===== src/rtl/core/dtq_pkg.sv =====
// ----------------------------------------------------------------------------
// dtq_pkg
// shared constants, operation codes and cell control type of the timer queue
// ----------------------------------------------------------------------------
package dtq_pkg;

    // default sizing
    localparam int DEPTH_DEF     = 16;
    localparam int TIME_BITS_DEF = 16;
    localparam int ID_BITS_DEF   = 16;

    // width of the payload ports
    localparam int FIELD_W = 16;
    localparam int MODE_W  = 2;

    // operation codes
    localparam logic [MODE_W-1:0] MODE_TICK  = 2'd0;
    localparam logic [MODE_W-1:0] MODE_PUSH  = 2'd1;
    localparam logic [MODE_W-1:0] MODE_POP   = 2'd2;
    localparam logic [MODE_W-1:0] MODE_CLEAR = 2'd3;

    // operation broadcast to every cell
    typedef struct packed {
        logic push;
        logic pop;
        logic tick;
    } t_dtq_ctrl;

endpackage


===== src/rtl/core/dtq_cell.sv =====
// ----------------------------------------------------------------------------
// dtq_cell
// one slot of the timer chain: absolute remaining time and id of one entry
// ----------------------------------------------------------------------------
module dtq_cell #(
    parameter int TIME_BITS = 16,
    parameter int ID_BITS   = 16
) (
    input  logic                  i_clk,
    input  dtq_pkg::t_dtq_ctrl    i_ctrl,
    input  logic [TIME_BITS-1:0]  i_ttl,
    input  logic [ID_BITS-1:0]    i_id,
    input  logic                  i_valid,
    input  logic [TIME_BITS-1:0]  i_head_time,
    input  logic                  i_left_at,
    input  logic [TIME_BITS-1:0]  i_left_time,
    input  logic [ID_BITS-1:0]    i_left_id,
    input  logic [TIME_BITS-1:0]  i_right_time,
    input  logic [ID_BITS-1:0]    i_right_id,
    output logic                  o_at,
    output logic [TIME_BITS-1:0]  o_time,
    output logic [ID_BITS-1:0]    o_id
);
    import dtq_pkg::*;

    logic [TIME_BITS-1:0] r_time;
    logic [TIME_BITS-1:0] n_time;
    logic [ID_BITS-1:0]   r_id;
    logic [ID_BITS-1:0]   n_id;

    // this slot is at or past the insertion point (empty slots always are)
    assign o_at   = !i_valid || (i_ttl <= r_time);
    assign o_time = r_time;
    assign o_id   = r_id;

    // next slot contents: shift right on push, left on pop, count down on tick
    always_comb begin
        n_time = r_time;
        n_id   = r_id;
        if (i_ctrl.push) begin
            if (i_left_at) begin
                n_time = i_left_time;
                n_id   = i_left_id;
            end else if (o_at) begin
                n_time = i_ttl;
                n_id   = i_id;
            end
        end else if (i_ctrl.pop) begin
            // the removed head's remaining time is dropped from every entry
            n_time = i_right_time - i_head_time;
            n_id   = i_right_id;
        end else if (i_ctrl.tick) begin
            n_time = r_time - TIME_BITS'(1);
        end
    end

    // slot payload
    always_ff @(posedge i_clk) begin
        r_time <= n_time;
        r_id   <= n_id;
    end

endmodule


===== src/rtl/core/delta_timer_queue_unit.sv =====
// ----------------------------------------------------------------------------
// delta_timer_queue_unit
// sorted timer queue built as a chain of slots holding absolute times
// ----------------------------------------------------------------------------
// Usage:
//   command channel: drive i_mode, i_ttl and i_item_id with start high; the
//   beat is taken at a clock edge where start is high and busy is low.
//   modes are tick, push, pop and clear.
//   result channel: one beat per command, shown on the o_ ports for one
//   cycle while o_done is high, in the cycle right after the command beat.
//   a new command may be given every cycle while busy is low: each slot
//   is a register, shifting toward its neighbor on push or pop,
//   a pop also drops the old head's time from every slot, and a tick lowers
//   every slot's absolute time together if the queue is non-empty and its head unexpired.
//   the status shows the queue after the command: popped id, expired head,
//   empty queue, and a refused push on a full queue.
//   reset empties the queue; busy is high in the first cycle after reset.
//   the receiver cannot stall, so each result must be taken when o_done is
//   high.
// ----------------------------------------------------------------------------
module delta_timer_queue_unit #(
    parameter int DEPTH     = dtq_pkg::DEPTH_DEF,
    parameter int TIME_BITS = dtq_pkg::TIME_BITS_DEF,
    parameter int ID_BITS   = dtq_pkg::ID_BITS_DEF
) (
    input  logic                         i_clk,
    input  logic                         i_rst_n,
    input  logic                         start,
    output logic                         busy,
    input  logic [dtq_pkg::MODE_W-1:0]   i_mode,
    input  logic [dtq_pkg::FIELD_W-1:0]  i_ttl,
    input  logic [dtq_pkg::FIELD_W-1:0]  i_item_id,
    output logic                         o_done,
    output logic                         o_pop_valid,
    output logic [dtq_pkg::FIELD_W-1:0]  o_popped_id,
    output logic                         o_head_expired,
    output logic                         o_queue_empty,
    output logic                         o_push_dropped
);
    import dtq_pkg::*;

    localparam int CNT_W = $clog2(DEPTH + 1);

    logic                 r_up;
    logic [CNT_W-1:0]     r_count;
    logic [CNT_W-1:0]     n_count;
    logic                 r_done;
    logic                 r_pop_valid;
    logic                 r_push_dropped;
    logic [FIELD_W-1:0]   r_popped_id;

    logic                 w_acc;
    logic                 w_full;
    logic                 w_nonempty;
    logic [TIME_BITS-1:0] w_ttl;
    logic [ID_BITS-1:0]   w_id;
    t_dtq_ctrl            w_ctrl;

    logic                 w_at   [DEPTH];
    logic [TIME_BITS-1:0] w_time [DEPTH];
    logic [ID_BITS-1:0]   w_sid  [DEPTH];

    // command beat and queue occupancy
    assign busy       = !r_up;
    assign w_acc      = start && !busy;
    assign w_full     = (r_count == CNT_W'(DEPTH));
    assign w_nonempty = (r_count != '0);
    assign w_ttl      = TIME_BITS'(i_ttl);
    assign w_id       = ID_BITS'(i_item_id);

    // decode the operation for the chain
    always_comb begin
        w_ctrl = '0;
        if (w_acc) begin
            unique case (i_mode)
                MODE_TICK:  w_ctrl.tick = w_nonempty && (w_time[0] != '0);
                MODE_PUSH:  w_ctrl.push = !w_full;
                MODE_POP:   w_ctrl.pop  = w_nonempty;
                MODE_CLEAR: w_ctrl      = '0;
                default:    w_ctrl      = '0;
            endcase
        end
    end

    // entry count
    always_comb begin
        n_count = r_count;
        if (w_acc && (i_mode == MODE_CLEAR)) begin
            n_count = '0;
        end else if (w_ctrl.push) begin
            n_count = r_count + CNT_W'(1);
        end else if (w_ctrl.pop) begin
            n_count = r_count - CNT_W'(1);
        end
    end

    // slot chain
    for (genvar k = 0; k < DEPTH; k++) begin : g_slot
        logic                 w_left_at;
        logic [TIME_BITS-1:0] w_left_time;
        logic [ID_BITS-1:0]   w_left_id;
        logic [TIME_BITS-1:0] w_right_time;
        logic [ID_BITS-1:0]   w_right_id;

        if (k == 0) begin : g_first
            assign w_left_at   = 1'b0;
            assign w_left_time = '0;
            assign w_left_id   = '0;
        end else begin : g_mid
            assign w_left_at   = w_at[k-1];
            assign w_left_time = w_time[k-1];
            assign w_left_id   = w_sid[k-1];
        end

        if (k == DEPTH - 1) begin : g_last
            assign w_right_time = '0;
            assign w_right_id   = '0;
        end else begin : g_inner
            assign w_right_time = w_time[k+1];
            assign w_right_id   = w_sid[k+1];
        end

        dtq_cell #(
            .TIME_BITS (TIME_BITS),
            .ID_BITS   (ID_BITS)
        ) u_cell (
            .i_clk        (i_clk),
            .i_ctrl       (w_ctrl),
            .i_ttl        (w_ttl),
            .i_id         (w_id),
            .i_valid      (r_count > CNT_W'(k)),
            .i_head_time  (w_time[0]),
            .i_left_at    (w_left_at),
            .i_left_time  (w_left_time),
            .i_left_id    (w_left_id),
            .i_right_time (w_right_time),
            .i_right_id   (w_right_id),
            .o_at         (w_at[k]),
            .o_time       (w_time[k]),
            .o_id         (w_sid[k])
        );
    end

    // control state and result flags
    always_ff @(posedge i_clk) begin
        if (!i_rst_n) begin
            r_up           <= 1'b0;
            r_count        <= '0;
            r_done         <= 1'b0;
            r_pop_valid    <= 1'b0;
            r_push_dropped <= 1'b0;
        end else begin
            r_up           <= 1'b1;
            r_count        <= n_count;
            r_done         <= w_acc;
            r_pop_valid    <= w_ctrl.pop;
            r_push_dropped <= w_acc && (i_mode == MODE_PUSH) && w_full;
        end
    end

    // popped id payload
    always_ff @(posedge i_clk) begin
        r_popped_id <= w_ctrl.pop ? FIELD_W'(w_sid[0]) : '0;
    end

    // result beat: status reflects the queue after the command
    assign o_done         = r_done;
    assign o_pop_valid    = r_pop_valid;
    assign o_popped_id    = r_popped_id;
    assign o_push_dropped = r_push_dropped;
    assign o_queue_empty  = !w_nonempty;
    assign o_head_expired = w_nonempty && (w_time[0] == '0);

endmodule


===== config.mk =====
export PLATFORM = sky130hd
export DESIGN_NAME = delta_timer_queue_unit
export DESIGN_NICKNAME = d
export VERILOG_FILES = /design/src/rtl/core/dtq_pkg.sv /design/src/rtl/core/dtq_cell.sv /design/src/rtl/core/delta_timer_queue_unit.sv
export SDC_FILE = /design/constraint.sdc
export NUM_CORES = 2
export LEC_CHECK = 0
export ABC_CLOCK_PERIOD_IN_PS = 6100
export BUFFER_PORTS_ARGS = -buffer_cell sky130_fd_sc_hd__buf_2
export CORE_MARGIN = 4
export CORE_UTILIZATION = 25
export DETAILED_ROUTE_END_ITERATION = 8
export PLACE_DENSITY = 0.51
export SYNTH_ARGS = -nofsm -noshare
export SYNTH_HDL_FRONTEND = slang
export SYNTH_SLANG_ARGS = --single-unit

===== constraint.sdc =====
create_clock -name i_clk -period 6.1 [get_ports i_clk]
set_input_delay 1.22 -clock i_clk [delete_from_list [all_inputs] [get_ports i_clk]]
set_output_delay 1.22 -clock i_clk [all_outputs]
set_load 0.03 [all_outputs]

* After elaboration in Yosys (flattened, before gate mapping)
Cells that the tools add are included.
** Storage, ports and cells
- Register bits :: 537
- Latch bits :: 0
- RAM bits :: 0
- Bits in read-only memories :: 0
- Input bits :: 37
- Word-level logic and storage cells :: 354
- Memories kept :: 0
** Cells by class
- Add/subtract/negate cells :: 34
- Multipliers :: 0
- Divide/modulo/power cells :: 0
- $lt $le $gt $ge :: 32
- Equality and inequality tests :: 20
- Shift-type cells :: 0
- Muxes and demuxes :: 149
- Bitwise operators :: 1
- Reductions and logical operators :: 80
** Operators by type and width (count)
- 2-to-1 mux 16 bit :: 142
- <= comparator 16 bit :: 16
- subtractor 16 x 1 -> 16 bit, second input constant :: 16
- subtractor 16 bit :: 15
- AND reduction 2 bit :: 32
- inequality test 3 x 1 -> 1 bit, second input constant :: 14
- > comparator 5 x 4 -> 1 bit, second input constant :: 8
- > comparator 5 x 3 -> 1 bit, second input constant :: 4
- zero test 1 bit :: 19
- zero test 16 bit :: 1
- logical OR 1 bit :: 16
- nonzero test 16 bit :: 1
- subtractor 1 x 16 -> 16 bit, first input constant :: 1
- > comparator 5 x 1 -> 1 bit, second input constant :: 2
- > comparator 5 x 2 -> 1 bit, second input constant :: 2
- 2-to-1 mux 5 bit :: 2
- logical AND 1 bit :: 6
- adder 5 x 1 -> 5 bit, second input constant :: 1
- == test 5 bit, second input constant :: 1
- nonzero test 5 bit :: 1
- subtractor 5 x 1 -> 5 bit, second input constant :: 1
- == test 2 bit, second input constant :: 2
- 2-to-1 mux 1 bit :: 4
- 2-to-1 mux 3 bit :: 1
- 8 further kinds :: 8

* Longest topological paths before layout
- Word-level depth :: 7
- Gate-level depth with buffers :: 14

* Cells and area by module
From an unflattened synthesis, not the netlist that was laid out.
** Second synthesis, totals
- Cells, all modules :: 5977
- Area total of the unflattened synthesis :: 53304.9 um^2
** By module, submodules not included
- dtq_cell at g_slot[0].u_cell ... :: times used 10, cells an instance 365, area each 3266.9 um^2, seq. area each 960.9 um^2
- dtq_cell at g_slot[7].u_cell ... :: times used 2, cells an instance 377, area each 3285.7 um^2, seq. area each 960.9 um^2
- dtq_cell at g_slot[5].u_cell ... :: times used 2, cells an instance 356, area each 3210.6 um^2, seq. area each 960.9 um^2
- dtq_cell at g_slot[9].u_cell :: times used 1, cells an instance 366, area each 3218.1 um^2, seq. area each 960.9 um^2
- dtq_cell at g_slot[12].u_cell :: times used 1, cells an instance 357, area each 3198.1 um^2, seq. area each 960.9 um^2
- delta_timer_queue_unit :: times used 1, cells an instance 138, area each 1227.4 um^2, seq. area each 500.5 um^2

* Least setup slack after synthesis
Ideal clock, no wire load.
- Path kind :: input port to flip-flop
- Start :: input port i_ttl[0] (netlist name)
- End :: register g_slot[7].u_cell.r_id[0], enable pin
- Setup time :: 388 ps
- Arrival time :: 4126 ps
- Setup slack :: 1585 ps
- Cell stages on the path :: 10
- Path through :: clkbuf_1 clkinv_1 ha_1 and4_1 nand2_1 nand3_1 clkbuf_1 buf_2 nor3_1 nor2_1
** Between the ends
- Longest elaborated chain between the ends :: 4
- Elaborated cells on any way between the ends :: 6
** Ends and longest elaborated chain
- start, declared :: RTL line delta_timer_queue_unit.sv:31 : input logic [dtq_pkg::FIELD_W-1:0] i_ttl,
- <= comparator 16 bit :: RTL line dtq_cell.sv:32 : assign o_at = !i_valid || (i_ttl <= r_time);
- logical OR 1 bit :: RTL line dtq_cell.sv:32
- inequality test 3 x 1 -> 1 bit (no source line) (*)
- AND reduction 2 bit (no source line) (*)
- end signal, assigned :: RTL line dtq_cell.sv:60 : r_id <= n_id;
- end, declared :: RTL line dtq_cell.sv:28 : logic [ID_BITS-1:0] r_id;
Every way passes the cells marked *; elsewhere a longest branch is shown, timed or not.
A chain may end at the register's enable or synchronous reset.

* Final worst setup path
- Start :: register g_slot[0].u_cell.r_time[1]
- End :: output port o_head_expired
** Between the ends
- Longest elaborated chain between the ends :: 2
** Ends and longest elaborated chain
- start, declared :: RTL line dtq_cell.sv:26 : logic [TIME_BITS-1:0] r_time;
- start signal, assigned :: RTL line dtq_cell.sv:59 : r_time <= n_time;
- zero test 16 bit :: RTL line delta_timer_queue_unit.sv:172 : assign o_head_expired = w_nonempty && (w_time[0] == '0);
- logical AND 1 bit :: RTL line delta_timer_queue_unit.sv:172
- end, declared :: RTL line delta_timer_queue_unit.sv:36 : output logic o_head_expired,
Every way passes these cells.

==> flow_summary.json <==
{
  "die_x_microns": 447,
  "grt_max_degree": 267,
  "grt_usage": 0.170,
  "crit_chain": "inv_2 > buf_4 > ha_1 > nand2_1 > or4_1 > nor2_1 > buf_2",
  "vdd_drop_max_v": 0.000171,
  "yosys-top-cells-count": "nand2_1 (527), edfxtp_1 (512), ha_1 (503), mux2i_1 (466), a21oi_1 (337)",
  "yosysSeqAreaShare": 0.329,
  "grt_overflow": 0,
  "vias_per_cell": 5.28,
  "synth_top_area_share": 0.318,
  "gp_congestion": 0.878,
  "cts_made_buffers": 71,
  "clock_path_buffers": 3,
  "grt_pass1_vias": 41800,
  "clock-sinks": 537,
  "post_cts_buffers": 0,
  "fp.dieArea_sq_um": 200000,
  "clk_pin_slew_worst_paths_ns": 0.05,
  "cts-hold-fix-buffers": 0,
  "ys_ff_latch": 537,
  "synth_nets": 5873,
  "cp_slowest_cell": "or4_1",
  "clk_latency_ns": 0.72,
  "status": "completed",
  "powerDensity_nw_per_um2": 188,
  "final_core_util": 0.281,
  "required_ns": 4.88,
  "fin_crit_sh": 0.796,
  "ios": 59,
  "critPathMaxStageDelay_ns": 0.64,
  "wl_per_cell_microns": 22.1,
  "r2r_cells": 13,
  "regToRegSetupSlack_ns": 1.60,
  "synth-async-reset-ratio": 0,
  "p_leak_nw": 24.1,
  "yosysMostFrequentCell": "nand2_1",
  "drt_first_pass_iters": 6,
  "cts_resized": 0,
  "worst-setup-path-type": "reg2out",
  "hold_path_class": "reg2reg",
  "synth_area_leader_cell": "edfxtp_1",
  "slew_headroom": 0.235,
  "cp-end-kind": "primary output",
  "ys_warn_count": 0,
  "dp_hpwl_mm": 125,
  "avgSynthCellArea_sq_um": 9.08,
  "hold_viol_final": 0,
  "dp_cells": 7761,
  "tns_ns": 0,
  "die_y_microns": 447,
  "clock_skew_ns": 0.0512,
  "fp-row-count": 161,
  "drv_cap": 0,
  "layout-drive-gt1-share": 0.0684,
  "tightestPinTransition_ns": 1.15,
  "postRouteWirelength_mm": 175,
  "setup_viol": 0,
  "yosys-top-cells-area": "edfxtp_1 (32%), ha_1 (13%), mux2i_1 (9.7%)",
  "syn2layout_area_growth_pct": 12.1,
  "routed-via-count": 41700,
  "synth_ff_type": "edfxtp_1",
  "synth_edf_count": 512,
  "fin_crit_ns": 4.85,
  "fmax_mhz": 206,
  "drc": 0,
  "whs_path_depth": 1,
  "grt_pass1_wl_mm": 263,
  "critical_path.startpoint_type": "register",
  "tritoncts": "yes",
  "netlist_instances": 5318,
  "start_util": 0.251,
  "netlist_area_sq_um": 48300,
  "core_area_sq_um": 192000,
  "antenna_left": 0,
  "port_buffers": 58,
  "yosysUniqueCellTypes": 87,
  "layout.cells.non_filler": 7894,
  "antenna_found_initial": 7,
  "nNetsFinal": 5863,
  "cts_max_level": 3,
  "drtIter0Drc": 3283,
  "clock-root-buffer": "clkbuf_16",
  "report.final.slew_viol_count": 0,
  "rsz0062_at_grt": "false",
  "cp.arrival_ns": 3.63,
  "crit_fanout": 16
}
logic make-up after synthesis:
group                    Yosys count  share of synthesized area
adder cells (fa/ha/maj)          518                      0.137
AND/OR/NAND/NOR                 1403                      0.136
buffers and inverters            582                     0.0472
multiplexers                     477                     0.0992
flip-flops                       537                      0.329
AO/OA/AOI/OAI                   1416                      0.183
XOR/XNOR                         385                     0.0698
per-stage QoR:
step	hold WS (ns)	instance area (sq um)	power, W	worst slack [ns]
global route	0.505	54100	0.0106	1.09
finish	0.485	54100	0.0102	1.25
detailed placement	0.469	51800	0.00592	1.01
CTS	0.491	54100	0.0103	1.11
floorplan	0.448	48300	0.00535	1.59
global placement	0.476	51800	0.00589	0.959
final cells by class:
cell class	count	area [sq um]
repair buffers	184	1320
well taps	2526	3160
flip-flops and latches	537	15900
clock buffers	89	1850
fillers	20300	138000
diodes	6	15.0
multi-input cells	4199	30300
inverters	315	1180
clock inverters	38	462
per-layer routing:
layer,track usage,vias up,routed length (microns)
met3,0.0266,264,10300
met5,0,-,13
met2,0.275,1277,79000
li1,-,19700,-
met4,0.0612,2,6630
met1,0.229,20500,78700
state kept, by name (all words and copies together) (netlist names):
name                  flops
r_up                      1
o_pop_valid               1
g_slot.u_cell.o_id      256
r_count                   5
o_done                    1
o_push_dropped            1
o_popped_id              16
g_slot.u_cell.o_time    256
critical path, delay by kind of cell (launching register included):
family	cells	cell delay, ns
DFF	1	0.45
adders and majority gates	1	0.36
and+or+nand+nor	3	0.97
buffers and inverters	3	1.13
where the power goes:
part	switching [W]	leakage, nW	total (W)	internal (W)
Sequential	0.000107	4.86	0.00425	0.00415
Clock	0.00190	1.11	0.00430	0.00241
Combinational	0.00100	18.1	0.00161	0.000603
Total	0.00301	24.1	0.0102	0.00716
cells in the final DEF, fill, tap and decap left out, types with 150 or more instances in the layout:
cell type,instances
a21oi_1,337
mux2i_1,466
nand2_1,520
ha_1,503
o21ai_0,150
xnor2_1,305
o21ai_1,296
nor2_1,271
inv_1,307
edfxtp_1,512
worst paths after layout:
kind,start,to
setup reg to reg,g_slot[0].u_cell.o_time[0]$_DFFE_PP_,g_slot[3].u_cell.o_time[14]$_DFFE_PP_
setup / recovery,g_slot[0].u_cell.o_time[1]$_DFFE_PP_,o_head_expired
hold reg to reg,g_slot[0].u_cell.o_id[0]$_DFFE_PP_,o_popped_id[0]$_SDFF_PN0_
hold / removal,g_slot[0].u_cell.o_id[0]$_DFFE_PP_,o_popped_id[0]$_SDFF_PN0_
(Power assumes the default switching activity.)
